[src/hdl/i2cm_pkg.sv]
// ----------------------------------------------------------------------------
// i2cm_pkg
// Shared types and constants of the i2c master bit engine: command kinds,
// the command beat passed from the front queue to the engine, the result
// beat and the configuration register map.
// ----------------------------------------------------------------------------
`timescale 1ns / 1ps
`default_nettype none

package i2cm_pkg;

  // raw action codes on the input port
  localparam logic [3:0] ACT_START    = 4'd1;
  localparam logic [3:0] ACT_STOP     = 4'd2;
  localparam logic [3:0] ACT_WRITE    = 4'd3;
  localparam logic [3:0] ACT_READ_ACK = 4'd4;
  localparam logic [3:0] ACT_READ_RAW = 4'd5;
  localparam logic [3:0] ACT_WAIT_ACK = 4'd6;
  localparam logic [3:0] ACT_ACK      = 4'd7;
  localparam logic [3:0] ACT_NACK     = 4'd8;

  // configuration register indexes
  localparam logic [1:0] REG_EDGE_HOLD   = 2'd0;
  localparam logic [1:0] REG_HALF_BIT    = 2'd1;
  localparam logic [1:0] REG_SAMPLE_HOLD = 2'd2;
  localparam logic [1:0] REG_ACK_TIMEOUT = 2'd3;

  // register reset values
  localparam logic [7:0] EDGE_HOLD_RST   = 8'd4;
  localparam logic [7:0] HALF_BIT_RST    = 8'd2;
  localparam logic [7:0] SAMPLE_HOLD_RST = 8'd1;
  localparam logic [7:0] ACK_TIMEOUT_RST = 8'd250;

  typedef enum logic [3:0] {
    CMD_NONE,
    CMD_START,
    CMD_STOP,
    CMD_WRITE,
    CMD_READ_ACK,
    CMD_READ_RAW,
    CMD_WAIT_ACK,
    CMD_ACK,
    CMD_NACK
  } cmd_kind_t;

  typedef struct packed {
    cmd_kind_t   kind;
    logic [7:0]  tx_byte;
    logic        send_ack;
    logic        sda_in;
  } cmd_t;

  typedef struct packed {
    logic        scl_level;
    logic        sda_release;
    logic        busy_res;
    logic        done_res;
    logic [7:0]  rx_byte;
    logic        ack_error;
  } res_t;

endpackage

`default_nettype wire

[src/hdl/i2cm_front.sv]
// ----------------------------------------------------------------------------
// i2cm_front
// Accepts tick beats, decodes the action code into a command kind and holds
// them in a two-entry queue until the engine takes them.
// ----------------------------------------------------------------------------
`timescale 1ns / 1ps
`default_nettype none

module i2cm_front import i2cm_pkg::*; (
  input  wire logic       clk,
  input  wire logic       rst,
  input  wire logic       push,
  output logic            full,
  input  wire logic [3:0] action,
  input  wire logic [7:0] tx_byte,
  input  wire logic       send_ack,
  input  wire logic       sda_in,
  output logic            cmd_valid,
  output cmd_t            cmd,
  input  wire logic       cmd_take
);

  cmd_t       slots [2];
  logic       wptr;
  logic       rptr;
  logic [1:0] count;
  cmd_t       decoded;
  logic       do_push;
  logic       do_pop;

  always_comb begin
    decoded.tx_byte  = tx_byte;
    decoded.send_ack = send_ack;
    decoded.sda_in   = sda_in;
    case (action)
      ACT_START:    decoded.kind = CMD_START;
      ACT_STOP:     decoded.kind = CMD_STOP;
      ACT_WRITE:    decoded.kind = CMD_WRITE;
      ACT_READ_ACK: decoded.kind = CMD_READ_ACK;
      ACT_READ_RAW: decoded.kind = CMD_READ_RAW;
      ACT_WAIT_ACK: decoded.kind = CMD_WAIT_ACK;
      ACT_ACK:      decoded.kind = CMD_ACK;
      ACT_NACK:     decoded.kind = CMD_NACK;
      default:      decoded.kind = CMD_NONE;
    endcase
  end

  assign full      = (count == 2'd2);
  assign cmd_valid = (count != 2'd0);
  assign cmd       = slots[rptr];
  assign do_push   = push && !full;
  assign do_pop    = cmd_take && cmd_valid;

  always_ff @(posedge clk) begin
    if (rst) begin
      wptr  <= 1'b0;
      rptr  <= 1'b0;
      count <= 2'd0;
    end else begin
      if (do_push) begin
        wptr <= !wptr;
      end
      if (do_pop) begin
        rptr <= !rptr;
      end
      case ({do_push, do_pop})
        2'b10:   count <= count + 2'd1;
        2'b01:   count <= count - 2'd1;
        default: count <= count;
      endcase
    end
  end

  always_ff @(posedge clk) begin
    if (do_push) begin
      slots[wptr] <= decoded;
    end
  end

endmodule

`default_nettype wire

[src/hdl/i2cm_engine.sv]
// ----------------------------------------------------------------------------
// i2cm_engine
// Bus sequencer: one step per command beat. Holds the hold-time registers,
// the phase, segment and bit counters, and drives SCL / SDA per tick.
// ----------------------------------------------------------------------------
`timescale 1ns / 1ps
`default_nettype none

module i2cm_engine import i2cm_pkg::*; (
  input  wire logic       clk,
  input  wire logic       rst,
  input  wire logic       cfg_valid,
  output logic            cfg_ready,
  input  wire logic [1:0] cfg_index,
  input  wire logic [7:0] cfg_data,
  input  wire logic       cmd_valid,
  input  cmd_t            cmd,
  output logic            cmd_take,
  input  wire logic       res_full,
  output logic            res_push,
  output res_t            res
);

  typedef enum logic [4:0] {
    PH_IDLE, PH_ST_A, PH_ST_B, PH_SP_A, PH_SP_B, PH_WR_LO1, PH_WR_HI,
    PH_WR_LO2, PH_RD_LO, PH_RD_SMP, PH_RD_HI, PH_AK_LO, PH_AK_HI,
    PH_WA_REL, PH_WA_CLK, PH_WA_POLL, PH_FIN
  } phase_t;

  logic [7:0] edge_hold;
  logic [7:0] half_bit;
  logic [7:0] sample_hold;
  logic [7:0] ack_timeout;

  phase_t     phase, phase_next;
  logic [7:0] tick_count, tick_count_next;
  logic [3:0] bit_count, bit_count_next;
  logic [7:0] shift_reg, shift_reg_next;
  logic [7:0] poll_count, poll_count_next;
  logic       ack_choice, ack_choice_next;
  logic       error_flag, error_flag_next;
  logic [7:0] rx_last, rx_last_next;
  logic       read_acks, read_acks_next;
  logic       scl_out, scl_out_next;
  logic       sda_out, sda_out_next;
  logic       fin_scl, fin_scl_next;
  logic       fin_sda, fin_sda_next;
  logic       done;
  logic       step;

  function automatic logic [7:0] at_least_one(input logic [7:0] v);
    at_least_one = (v == 8'd0) ? 8'd1 : v;
  endfunction

  function automatic logic [7:0] seg_len(input phase_t p, input logic [7:0] eh,
                                         input logic [7:0] hb,
                                         input logic [7:0] sh);
    case (p)
      PH_ST_A, PH_ST_B, PH_SP_A, PH_SP_B:                      seg_len = at_least_one(eh);
      PH_WR_LO1, PH_WR_HI, PH_WR_LO2, PH_RD_LO, PH_AK_LO, PH_AK_HI: seg_len = at_least_one(hb);
      PH_RD_HI:                                                seg_len = at_least_one(sh);
      default:                                                 seg_len = 8'd1;
    endcase
  endfunction

  assign cfg_ready = 1'b1;
  assign step      = cmd_valid && !res_full;
  assign cmd_take  = step;
  assign res_push  = step;

  always_comb begin
    phase_t     p;
    phase_t     p_run;
    logic [7:0] tc;
    logic       exp;
    logic       bit_tx;
    logic       nak;
    logic [3:0] bc_inc;

    p               = phase;
    tc              = tick_count;
    bit_count_next  = bit_count;
    shift_reg_next  = shift_reg;
    poll_count_next = poll_count;
    ack_choice_next = ack_choice;
    error_flag_next = error_flag;
    rx_last_next    = rx_last;
    read_acks_next  = read_acks;
    scl_out_next    = scl_out;
    sda_out_next    = sda_out;
    fin_scl_next    = fin_scl;
    fin_sda_next    = fin_sda;
    done            = 1'b0;

    // command intake, only while idle
    if (p == PH_IDLE) begin
      case (cmd.kind)
        CMD_START: p = PH_ST_A;
        CMD_STOP:  p = PH_SP_A;
        CMD_WRITE: begin
          shift_reg_next = cmd.tx_byte;
          bit_count_next = 4'd0;
          p = PH_WR_LO1;
        end
        CMD_READ_ACK, CMD_READ_RAW: begin
          shift_reg_next = 8'd0;
          bit_count_next = 4'd0;
          read_acks_next = (cmd.kind == CMD_READ_ACK);
          if (cmd.kind == CMD_READ_ACK) begin
            ack_choice_next = cmd.send_ack;
          end
          p = PH_RD_LO;
        end
        CMD_WAIT_ACK: begin
          poll_count_next = 8'd0;
          p = PH_WA_REL;
        end
        CMD_ACK: begin
          ack_choice_next = 1'b1;
          p = PH_AK_LO;
        end
        CMD_NACK: begin
          ack_choice_next = 1'b0;
          p = PH_AK_LO;
        end
        default: p = PH_IDLE;
      endcase
      if (p != PH_IDLE) begin
        tc = seg_len(p, edge_hold, half_bit, sample_hold);
      end
    end

    p_run  = p;
    bit_tx = shift_reg_next[7];
    nak    = !ack_choice_next;
    exp    = (tc <= 8'd1);
    bc_inc = bit_count_next + 4'd1;

    case (p)
      PH_IDLE: begin
        p = PH_IDLE;
      end
      PH_ST_A: begin
        {scl_out_next, sda_out_next} = 2'b11;
        tc = exp ? 8'd0 : tc - 8'd1;
        if (exp) p = PH_ST_B;
      end
      PH_ST_B: begin
        {scl_out_next, sda_out_next} = 2'b10;
        tc = exp ? 8'd0 : tc - 8'd1;
        if (exp) begin
          {fin_scl_next, fin_sda_next} = 2'b00;
          p = PH_FIN;
        end
      end
      PH_SP_A: begin
        {scl_out_next, sda_out_next} = 2'b00;
        tc = exp ? 8'd0 : tc - 8'd1;
        if (exp) p = PH_SP_B;
      end
      PH_SP_B: begin
        {scl_out_next, sda_out_next} = 2'b11;
        tc = exp ? 8'd0 : tc - 8'd1;
        if (exp) begin
          {fin_scl_next, fin_sda_next} = 2'b11;
          p = PH_FIN;
        end
      end
      PH_WR_LO1: begin
        {scl_out_next, sda_out_next} = {1'b0, bit_tx};
        tc = exp ? 8'd0 : tc - 8'd1;
        if (exp) p = PH_WR_HI;
      end
      PH_WR_HI: begin
        {scl_out_next, sda_out_next} = {1'b1, bit_tx};
        tc = exp ? 8'd0 : tc - 8'd1;
        if (exp) p = PH_WR_LO2;
      end
      PH_WR_LO2: begin
        {scl_out_next, sda_out_next} = {1'b0, bit_tx};
        tc = exp ? 8'd0 : tc - 8'd1;
        if (exp) begin
          shift_reg_next = {shift_reg_next[6:0], 1'b0};
          bit_count_next = bc_inc;
          if (bc_inc >= 4'd8) begin
            {fin_scl_next, fin_sda_next} = {1'b0, bit_tx};
            p = PH_FIN;
          end else begin
            p = PH_WR_LO1;
          end
        end
      end
      PH_RD_LO: begin
        {scl_out_next, sda_out_next} = 2'b01;
        tc = exp ? 8'd0 : tc - 8'd1;
        if (exp) p = PH_RD_SMP;
      end
      PH_RD_SMP: begin
        {scl_out_next, sda_out_next} = 2'b11;
        shift_reg_next = {shift_reg_next[6:0], cmd.sda_in};
        p = PH_RD_HI;
      end
      PH_RD_HI: begin
        {scl_out_next, sda_out_next} = 2'b11;
        tc = exp ? 8'd0 : tc - 8'd1;
        if (exp) begin
          bit_count_next = bc_inc;
          if (bc_inc >= 4'd8) begin
            rx_last_next = shift_reg_next;
            if (read_acks_next) begin
              p = PH_AK_LO;
            end else begin
              {fin_scl_next, fin_sda_next} = 2'b11;
              p = PH_FIN;
            end
          end else begin
            p = PH_RD_LO;
          end
        end
      end
      PH_AK_LO: begin
        {scl_out_next, sda_out_next} = {1'b0, nak};
        tc = exp ? 8'd0 : tc - 8'd1;
        if (exp) p = PH_AK_HI;
      end
      PH_AK_HI: begin
        {scl_out_next, sda_out_next} = {1'b1, nak};
        tc = exp ? 8'd0 : tc - 8'd1;
        if (exp) begin
          {fin_scl_next, fin_sda_next} = {1'b0, nak};
          p = PH_FIN;
        end
      end
      PH_WA_REL: begin
        sda_out_next = 1'b1;
        p = PH_WA_CLK;
      end
      PH_WA_CLK: begin
        {scl_out_next, sda_out_next} = 2'b11;
        p = PH_WA_POLL;
      end
      PH_WA_POLL: begin
        {scl_out_next, sda_out_next} = 2'b11;
        if (!cmd.sda_in) begin
          error_flag_next = 1'b0;
          {fin_scl_next, fin_sda_next} = 2'b01;
          p = PH_FIN;
        end else if (poll_count_next >= ack_timeout) begin
          // timed out: flag it and run a full stop
          error_flag_next = 1'b1;
          p = PH_SP_A;
        end else begin
          poll_count_next = poll_count_next + 8'd1;
        end
      end
      PH_FIN: begin
        {scl_out_next, sda_out_next} = {fin_scl_next, fin_sda_next};
        done = 1'b1;
        p  = PH_IDLE;
        tc = 8'd0;
      end
      default: p = PH_IDLE;
    endcase

    // a new segment reloads its length
    if (p != p_run) begin
      tc = (p == PH_IDLE) ? 8'd0 : seg_len(p, edge_hold, half_bit, sample_hold);
    end
    phase_next      = p;
    tick_count_next = tc;
  end

  assign res.scl_level   = scl_out_next;
  assign res.sda_release = sda_out_next;
  assign res.busy_res    = (phase_next != PH_IDLE);
  assign res.done_res    = done;
  assign res.rx_byte     = rx_last_next;
  assign res.ack_error   = error_flag_next;

  always_ff @(posedge clk) begin
    if (rst) begin
      edge_hold   <= EDGE_HOLD_RST;
      half_bit    <= HALF_BIT_RST;
      sample_hold <= SAMPLE_HOLD_RST;
      ack_timeout <= ACK_TIMEOUT_RST;
      phase       <= PH_IDLE;
      tick_count  <= 8'd0;
      bit_count   <= 4'd0;
      shift_reg   <= 8'd0;
      poll_count  <= 8'd0;
      ack_choice  <= 1'b0;
      error_flag  <= 1'b0;
      rx_last     <= 8'd0;
      read_acks   <= 1'b0;
      scl_out     <= 1'b1;
      sda_out     <= 1'b1;
      fin_scl     <= 1'b1;
      fin_sda     <= 1'b1;
    end else begin
      if (cfg_valid && cfg_ready) begin
        case (cfg_index)
          REG_EDGE_HOLD:   edge_hold   <= cfg_data;
          REG_HALF_BIT:    half_bit    <= cfg_data;
          REG_SAMPLE_HOLD: sample_hold <= cfg_data;
          REG_ACK_TIMEOUT: ack_timeout <= cfg_data;
          default:         edge_hold   <= edge_hold;
        endcase
      end
      if (step) begin
        phase      <= phase_next;
        tick_count <= tick_count_next;
        bit_count  <= bit_count_next;
        shift_reg  <= shift_reg_next;
        poll_count <= poll_count_next;
        ack_choice <= ack_choice_next;
        error_flag <= error_flag_next;
        rx_last    <= rx_last_next;
        read_acks  <= read_acks_next;
        scl_out    <= scl_out_next;
        sda_out    <= sda_out_next;
        fin_scl    <= fin_scl_next;
        fin_sda    <= fin_sda_next;
      end
    end
  end

  // the closing tick of a command always reports done and not busy
  assert property (@(posedge clk) disable iff (rst)
    (step && phase == PH_FIN) |-> (res.done_res && !res.busy_res))
    else $error("final tick without done");

  // the sequencer only moves on a command beat
  assert property (@(posedge clk) disable iff (rst)
    !step |=> $stable(phase))
    else $error("phase moved without a beat");

  // busy in a result matches the phase left behind
  assert property (@(posedge clk) disable iff (rst)
    step |=> ((phase == PH_IDLE) == !$past(res.busy_res)))
    else $error("busy disagrees with phase");

endmodule

`default_nettype wire

[src/hdl/i2cm_out_queue.sv]
// ----------------------------------------------------------------------------
// i2cm_out_queue
// Two-entry result queue between the engine and the result port, so the
// engine keeps stepping while the receiver holds off, until the queue fills.
// ----------------------------------------------------------------------------
`timescale 1ns / 1ps
`default_nettype none

module i2cm_out_queue import i2cm_pkg::*; (
  input  wire logic clk,
  input  wire logic rst,
  input  wire logic res_push,
  input  res_t      res_in,
  output logic      res_full,
  output logic      empty,
  input  wire logic pop,
  output res_t      res_out
);

  res_t       slots [2];
  logic       wptr;
  logic       rptr;
  logic [1:0] count;
  logic       do_push;
  logic       do_pop;

  assign res_full = (count == 2'd2);
  assign empty    = (count == 2'd0);
  assign res_out  = slots[rptr];
  assign do_push  = res_push && !res_full;
  assign do_pop   = pop && !empty;

  always_ff @(posedge clk) begin
    if (rst) begin
      wptr  <= 1'b0;
      rptr  <= 1'b0;
      count <= 2'd0;
    end else begin
      if (do_push) begin
        wptr <= !wptr;
      end
      if (do_pop) begin
        rptr <= !rptr;
      end
      case ({do_push, do_pop})
        2'b10:   count <= count + 2'd1;
        2'b01:   count <= count - 2'd1;
        default: count <= count;
      endcase
    end
  end

  always_ff @(posedge clk) begin
    if (do_push) begin
      slots[wptr] <= res_in;
    end
  end

endmodule

`default_nettype wire

[src/hdl/i2c_master_bit_engine.sv]
// ----------------------------------------------------------------------------
// i2c_master_bit_engine
// I2C master bus-primitive engine, one timebase tick per input beat.
//
// Input channel (push / full): each beat is one tick carrying action,
// tx_byte, send_ack and the sampled sda_in. An action is only taken while
// the engine is idle; during a command the action field is ignored.
// Result channel (empty / pop): exactly one result beat per input beat,
// in order: SCL level, SDA release, busy, done pulse, last received byte
// and the ack error flag.
// Config channel (cfg_valid / cfg_ready): cfg_index 0..3 selects edge hold,
// half bit, sample hold, ack timeout; cfg_ready is always high.
// A result reaches the result ports through the input queue slot, then the
// result queue slot. Throughput is one beat per cycle unless the result
// queue is full or the input queue is empty; one sequencer step per beat.
// Two-entry queues on both sides let input and result sides stall apart.
// Reset: registers return to their defaults, lines rest released high, and
// both queues empty. A stalled receiver fills the result queue, after which
// the input queue fills and full rises.
// ----------------------------------------------------------------------------
`timescale 1ns / 1ps
`default_nettype none

module i2c_master_bit_engine import i2cm_pkg::*; (
  input  wire logic       clk,
  input  wire logic       rst,
  input  wire logic       push,
  output logic            full,
  input  wire logic [3:0] action,
  input  wire logic [7:0] tx_byte,
  input  wire logic       send_ack,
  input  wire logic       sda_in,
  output logic            empty,
  input  wire logic       pop,
  output logic            scl_level,
  output logic            sda_release,
  output logic            busy_res,
  output logic            done_res,
  output logic [7:0]      rx_byte,
  output logic            ack_error,
  input  wire logic       cfg_valid,
  output logic            cfg_ready,
  input  wire logic [1:0] cfg_index,
  input  wire logic [7:0] cfg_data
);

  cmd_t cmd;
  logic cmd_valid;
  logic cmd_take;
  res_t res_eng;
  res_t res_q;
  logic res_push;
  logic res_full;

  i2cm_front u_front (
    .clk       (clk),
    .rst       (rst),
    .push      (push),
    .full      (full),
    .action    (action),
    .tx_byte   (tx_byte),
    .send_ack  (send_ack),
    .sda_in    (sda_in),
    .cmd_valid (cmd_valid),
    .cmd       (cmd),
    .cmd_take  (cmd_take)
  );

  i2cm_engine u_engine (
    .clk       (clk),
    .rst       (rst),
    .cfg_valid (cfg_valid),
    .cfg_ready (cfg_ready),
    .cfg_index (cfg_index),
    .cfg_data  (cfg_data),
    .cmd_valid (cmd_valid),
    .cmd       (cmd),
    .cmd_take  (cmd_take),
    .res_full  (res_full),
    .res_push  (res_push),
    .res       (res_eng)
  );

  i2cm_out_queue u_out_queue (
    .clk      (clk),
    .rst      (rst),
    .res_push (res_push),
    .res_in   (res_eng),
    .res_full (res_full),
    .empty    (empty),
    .pop      (pop),
    .res_out  (res_q)
  );

  assign scl_level   = res_q.scl_level;
  assign sda_release = res_q.sda_release;
  assign busy_res    = res_q.busy_res;
  assign done_res    = res_q.done_res;
  assign rx_byte     = res_q.rx_byte;
  assign ack_error   = res_q.ack_error;

endmodule

`default_nettype wire

[config.mk]
export PLATFORM = sky130hd
export DESIGN_NAME = i2c_master_bit_engine
export DESIGN_NICKNAME = d
export VERILOG_FILES = /design/src/hdl/i2cm_pkg.sv /design/src/hdl/i2cm_front.sv /design/src/hdl/i2cm_engine.sv /design/src/hdl/i2cm_out_queue.sv /design/src/hdl/i2c_master_bit_engine.sv
export SDC_FILE = /design/constraint.sdc
export NUM_CORES = 1
export LEC_CHECK = 0
export BUFFER_PORTS_ARGS = -buffer_cell sky130_fd_sc_hd__buf_2
export CELL_PAD_IN_SITES_DETAIL_PLACEMENT = 1
export CELL_PAD_IN_SITES_GLOBAL_PLACEMENT = 1
export CORE_UTILIZATION = 45
export DETAILED_ROUTE_END_ITERATION = 8
export HOLD_SLACK_MARGIN = 0.03
export PLACE_DENSITY_LB_ADDON = 0.1
export SYNTH_ARGS = -nofsm -noshare
export SYNTH_HDL_FRONTEND = slang
export SYNTH_SLANG_ARGS = --single-unit
[constraint.sdc]
create_clock -name clk -period 9.4 [get_ports clk]
set_clock_uncertainty 0.1 [all_clocks]
set_input_delay 1.41 -clock clk [delete_from_list [all_inputs] [get_ports clk]]
set_output_delay 1.41 -clock clk [all_outputs]
set_load 0.01 [all_outputs]
==> Yosys cells after proc, flatten, opt, wreduce, memory -nomap -nowiden <==
Memories as Yosys holds them, arrays and structs flattened. A register that Yosys moved wholly into a read port is not among the register bits.
Index checks and enable logic that the tools add are counted.
{ "op_classes": {"n_shift": 0, "n_eq_ne": 66, "reduce_logical": 50, "n_addsub": 7, "n_div": 0, "bitwise_logic": 0, "multipliers": 0, "muxes": 80, "order_cmp": 3} }
{ "ops": {"columns": ["op", "count"], "rows": [
  ["8-bit two-way mux", 18],
  ["5-bit by 4-bit equality test with 1-bit output, second input constant", 16],
  ["5-bit two-way mux", 16],
  ["5-bit case mux with 13 select lines", 1],
  ["5-bit by 3-bit equality test with 1-bit output, second input constant", 12],
  ["8-bit case mux with 2 select lines", 3],
  ["8-bit case mux with 3 select lines", 2],
  ["5-bit by 2-bit equality test with 1-bit output, second input constant", 6],
  ["1-bit two-way mux", 28],
  ["8-bit zero test", 3],
  ["4-bit case mux with 6 select lines", 1],
  ["4-bit by 3-bit equality test with 1-bit output, second input constant", 4],
  ["4-bit two-way mux", 4],
  ["2-bit by 1-bit inequality test with 1-bit output, second input constant", 8],
  ["5-bit by 1-bit equality test with 1-bit output, second input constant", 3],
  ["5-bit nonzero test", 3],
  ["2-bit equality test, second input constant", 6],
  ["2-bit OR reduction", 6],
  ["6-bit OR reduction", 2],
  ["11-bit AND reduction", 1],
  ["11-bit OR reduction", 1],
  ["5-bit zero test", 2],
  ["1-bit case mux with 5 select lines", 2],
  ["10-bit AND reduction", 1],
  ["other kinds (29)", 57]
]} }
{ "word_totals": {"word_cells": 232, "mem_bits_ro": 64, "out_inout_bits": 16, "n_memories": 3, "latch_bits": 0, "ramBits": 54, "reg_bits": 88, "in_bits": 29} }
{ "mem_list": {"columns": ["name", "depth", "word_bits", "read_ports", "rd_ports_with_merged_regs", "write_ports", "line_no", "source"], "rows": [
  ["(no name shown)", 16, 4, 1, 0, 0, "i2cm_front.sv:35", "case (action)"],
  ["u_front.slots", 2, 14, 1, 1, 1, "i2cm_front.sv:23", "cmd_t slots [2];"],
  ["u_out_queue.slots", 2, 13, 1, 1, 1, "i2cm_out_queue.sv:20", "res_t slots [2];"]
]} }

==> Longest topological paths before layout <==
{ "depth": {"word_depth": 17, "depth_mapped": 20, "depth_no_buf": 18} }

==> Cells and area by module <==
A second synthesis with hierarchy kept.
{ "unflattened": {"hier_cells": 930, "hier_area_um2": 8241.7} }
{ "modules_own_cells": {"columns": ["mod", "instances", "area_per_inst_um2", "cells_each"], "rows": [
  ["i2cm_engine", 1, 5828.1, 791],
  ["i2cm_front", 1, 1257.5, 73],
  ["i2cm_out_queue", 1, 1156.1, 66]
]} }

==> Worst setup path after synthesis <==
No wires, ideal clock.
{ "synth_path": {"path_type": "reg2reg", "from": "memory u_front.slots[1][10] (netlist name)", "to": "register u_engine.tick_count[1]", "slack_ns": 5.292, "path_buffers": 2, "stages_incl_launch_ff": 19, "synth_period_minus_slack_ns": 4.108, "arrival_ns": 3.875, "path_cell_list": "edfxtp_1 nor3b_2 or2_1 o21ai_2 a21oi_4 buf_6 o2111ai_1 o21ai_0 inv_1 ha_1 or2_2 and4_4 buf_6 o211a_4 o221ai_4 nor2_2 a311o_1 a222oi_1 o22ai_1"} }
{ "synth_rtl": {"columns": ["element", "line_no", "source"], "rows": [
  ["start: declaration", "i2cm_front.sv:23", null],
  ["end signal: assignment", "i2cm_engine.sv:311", "tick_count <= tick_count_next;"],
  ["end: declaration", "i2cm_engine.sv:36", "logic [7:0] tick_count, tick_count_next;"]
]} }

==> out/metrics.yaml <==
grt:
  overflow: 0
  grt_pass1_vias: 7018
  track_usage_pct: 27.1
  grt_pass1_wl_um: 38500
  grt_max_degree: 92
  grt_antenna_before_repair: 0
finish:
  layout_common_cells: "nand2_1 (127), nor2_1 (95), dfxtp_1 (90)"
  largest_reg_flops: 28
  regMostFlops: "u_front.slots"
  mostFrequentLayoutCell: "nand2_1"
  fin_nets: 960
  largest_registers: "u_front.slots: 28 flops, u_out_queue.slots: 26 flops"
  fillers: 2016
  num_antenna_cells: 0
  drive_above_1_share_pct: 16.0
  instances_no_fill: 1155
  synthToLayoutAreaGrowth_pct: 10.8
yosys:
  synth_compound_area_share_pct: 21.2
  synth_top_family_by_area: "simple AND/OR/NAND/NOR gates"
  netlist_instances: 896
  synthMuxAreaShare_pct: 6.16
  synth_largest_area_cell: "dfxtp_1"
  synthDistinctLibCells: 94
  synth_seq_area_share_pct: 42.2
  netlist.area_leader.share_pct: 22.2
  synth_ff_type: "dfxtp_1"
  synth_async_sr_flop_share_pct: 0
  synthAdderAreaFrac_pct: 2.16
  yosys.area_share.simple_pct: 21.8
  synth_fp_nets: 939
  synth.avg_cell_area_um2: 9.06
  synth_area_leaders: "dfxtp_1 (22%), edfxtp_1 (20%), nand2_1 (5.9%)"
  ys_warn_count: 0
  synth_edf_count: 54
  ys_ff_latch: 144
  syn-cell-area_um2: 8120
  synth_xor_area_share_pct: 2.27
job:
  cap_violations: 0
setup_path:
  crit_family: "compound AO/OA/AOI/OAI gates"
  cp.required_ps: 9550
  cp_num_buf_inv: 0
  critPathMaxStageDelay_ps: 1090
  worst_ep_arrival_time_ps: 5700
  critPathKind: "reg -> reg"
  endpoint_kind: "flip-flop"
  critPathLaunchType: "flip-flop"
  crit_path_max_fanout: 32
  crit_chain: "nor3_1 > or2_1 > o311ai_0 > nand2b_1 > nor4_1 > a221o_1 > nor3_2 > o221ai_4 > nor2_2 > a311o_1 > a222oi_1 > o22ai_1"
  cp_slowest_cell: "dfxtp_1"
power_and_ir_drop:
  switching_power_uw: 1890
  internal_power_uw: 1950
  p_leak_uw: 0.00331
  pwr-share-comb_pct: 60.3
  p_clk_share_pct: 17.1
  p_sw_share_pct: 49.3
  ir_worst_vdd_v: 0.000250
  pwr-share-seq_pct: 22.6
  power_density_nw_per_um2: 427
sta:
  hold_viol: 0
  tns_ps: 0
  slew_headroom_pct: 21.5
  rsz0062_at_grt: "no"
  min_period_ps: 5550
  drv_slew: 0
  setup_viol: 0
  tightest_slew_ps: 1170
  max_freq_mhz: 180
  timing.final.crit_share_pct: 59.0
placed_design:
  routabilityCongestion: 0.976
  hpwl_um: 16800
  placed_cells: 1123
  place.port_buffers: 43
detailed_routing:
  first_iter_violations: 541
  antenna_left: 0
  drc: 0
  wire_per_inst_um: 20.6
  vias: 7013
  wirelength_um: 23800
  firstDrtPassIters: 6
  vias_per_cell: 6.07
clocking:
  cts_tree: "yes"
  cts-htree-levels: 4
  post-cts-setup-buffer-count: 0
  hold_buffers: 0
  clk_latency_ps: 430
  clock_sinks: 144
  cts_max_path_buffers: 2
  root_buffer: "clkbuf_16"
  post_cts_resized: 0
  clkTransAtPathRegs_ps: 60
  cts_buffers: 17
floorplan:
  die_area_um2: 18600
  io_pins: 45
  die-width_um: 136
  die_height_um: 136
  rows: 48
  core_um2: 17500
  start_util_pct: 46.5
worst_hold_path:
  hold_path_class: "reg -> reg"
outcome:
  status: "finished, final reports clean"
-- routing by layer --
metal / vias up / share of wire, % / global-route usage [%]
li1: 3320 / - / -
met1: 3428 / 48 / 37.4
met2: 213 / 45 / 42.1
met3: 52 / 4.7 / 5.41
met4: 0 / 2.4 / 9.32
met5: - / 0 / 0
-- logic make-up (layout without fill, tap and decap cells) --
group                    Yosys count  after routing
adder cells (fa/ha/maj)           14             14
other                              1              1
AND/OR/NAND/NOR                  362            362
flip-flops                       144            144
XOR/XNOR                          21             21
multiplexers                      46             46
AO/OA/AOI/OAI                    237            237
buffers and inverters             71            105
-- stage by stage --
| step | total power (µW) | util, % | area (µm²) | hold WS (ps) | setup slack, ps |
|---|---|---|---|---|---|
| global placement | 3030 | 48.2 | 8430 | 338 | 4360 |
| finish | 3840 | 51.5 | 8990 | 357 | 3850 |
| CTS | 3810 | 51.5 | 8990 | 361 | 3990 |
| global route | 4080 | 51.5 | 8990 | 379 | 3360 |
| floorplan | 2590 | - | 8120 | 332 | 5290 |
| detailed placement | 3110 | 48.2 | 8430 | 352 | 4070 |
-- final timing paths --
path | from | to | slack (ps) | cells after the start
setup reg to reg | flip-flop | u_engine.tick_count[2] | 3850 | 12
hold reg to reg | u_engine.shift_reg[6] | u_engine.shift_reg[6] | 360 | 2
setup / recovery | flip-flop | u_engine.tick_count[2] | 3850 | 12
hold / removal | u_engine.shift_reg[6] | u_engine.shift_reg[6] | 360 | 2
-- tightest hold or removal path, cell delays in order, from the launching register on --
cell,delay (ps)
dfxtp_1,310
nand2_1,50
a21oi_1,50
-- synth_stat cells, types with 6 or more instances --
master	instances
nand2_1	127
nor2_1	95
dfxtp_1	90
a21oi_1	68
edfxtp_1	54
o21ai_0	29
mux2_2	25
nor3_1	23
clkbuf_1	20
inv_1	20
a22oi_1	19
mux2i_1	19
nand3_1	18
and2_1	17
ha_1	14
o22ai_1	14
nand2b_1	13
buf_2	12
xor2_1	11
xnor2_1	10
a211o_1	9
buf_1	9
a211oi_1	8
nor2b_1	8
a222oi_1	7
a22o_1	7
nand3b_1	7
nor4_1	7
a221oi_1	6
a31oi_1	6
buf_6	6
nand4_1	6
-- area by class of cell --
cell class / count / area (µm²) / share of cell area (%)
multi-input cells: 681 / 4360 / 48.5
clock buffers: 18 / 429 / 4.77
clock inverters: 14 / 133 / 1.47
inverters: 20 / 75.1 / 0.835
well taps: 225 / 282 / 3.13
flip-flops and latches: 144 / 3420 / 38.1
repair buffers: 53 / 290 / 3.23
-- power groups by stage --
| stage | Clock [µW] | Combinational (µW) | Sequential, µW |
|---|---|---|---|
| 3_3_place_gp | 0 | 2160 | 870 |
| 4_1_cts | 666 | 2270 | 867 |
| 6_report | 656 | 2320 | 867 |
| 5_1_grt | 690 | 2510 | 881 |
| 3_5_place_dp | 0 | 2240 | 878 |
| 2_1_floorplan | 0 | 1750 | 838 |
(Power assumes the default switching activity.)
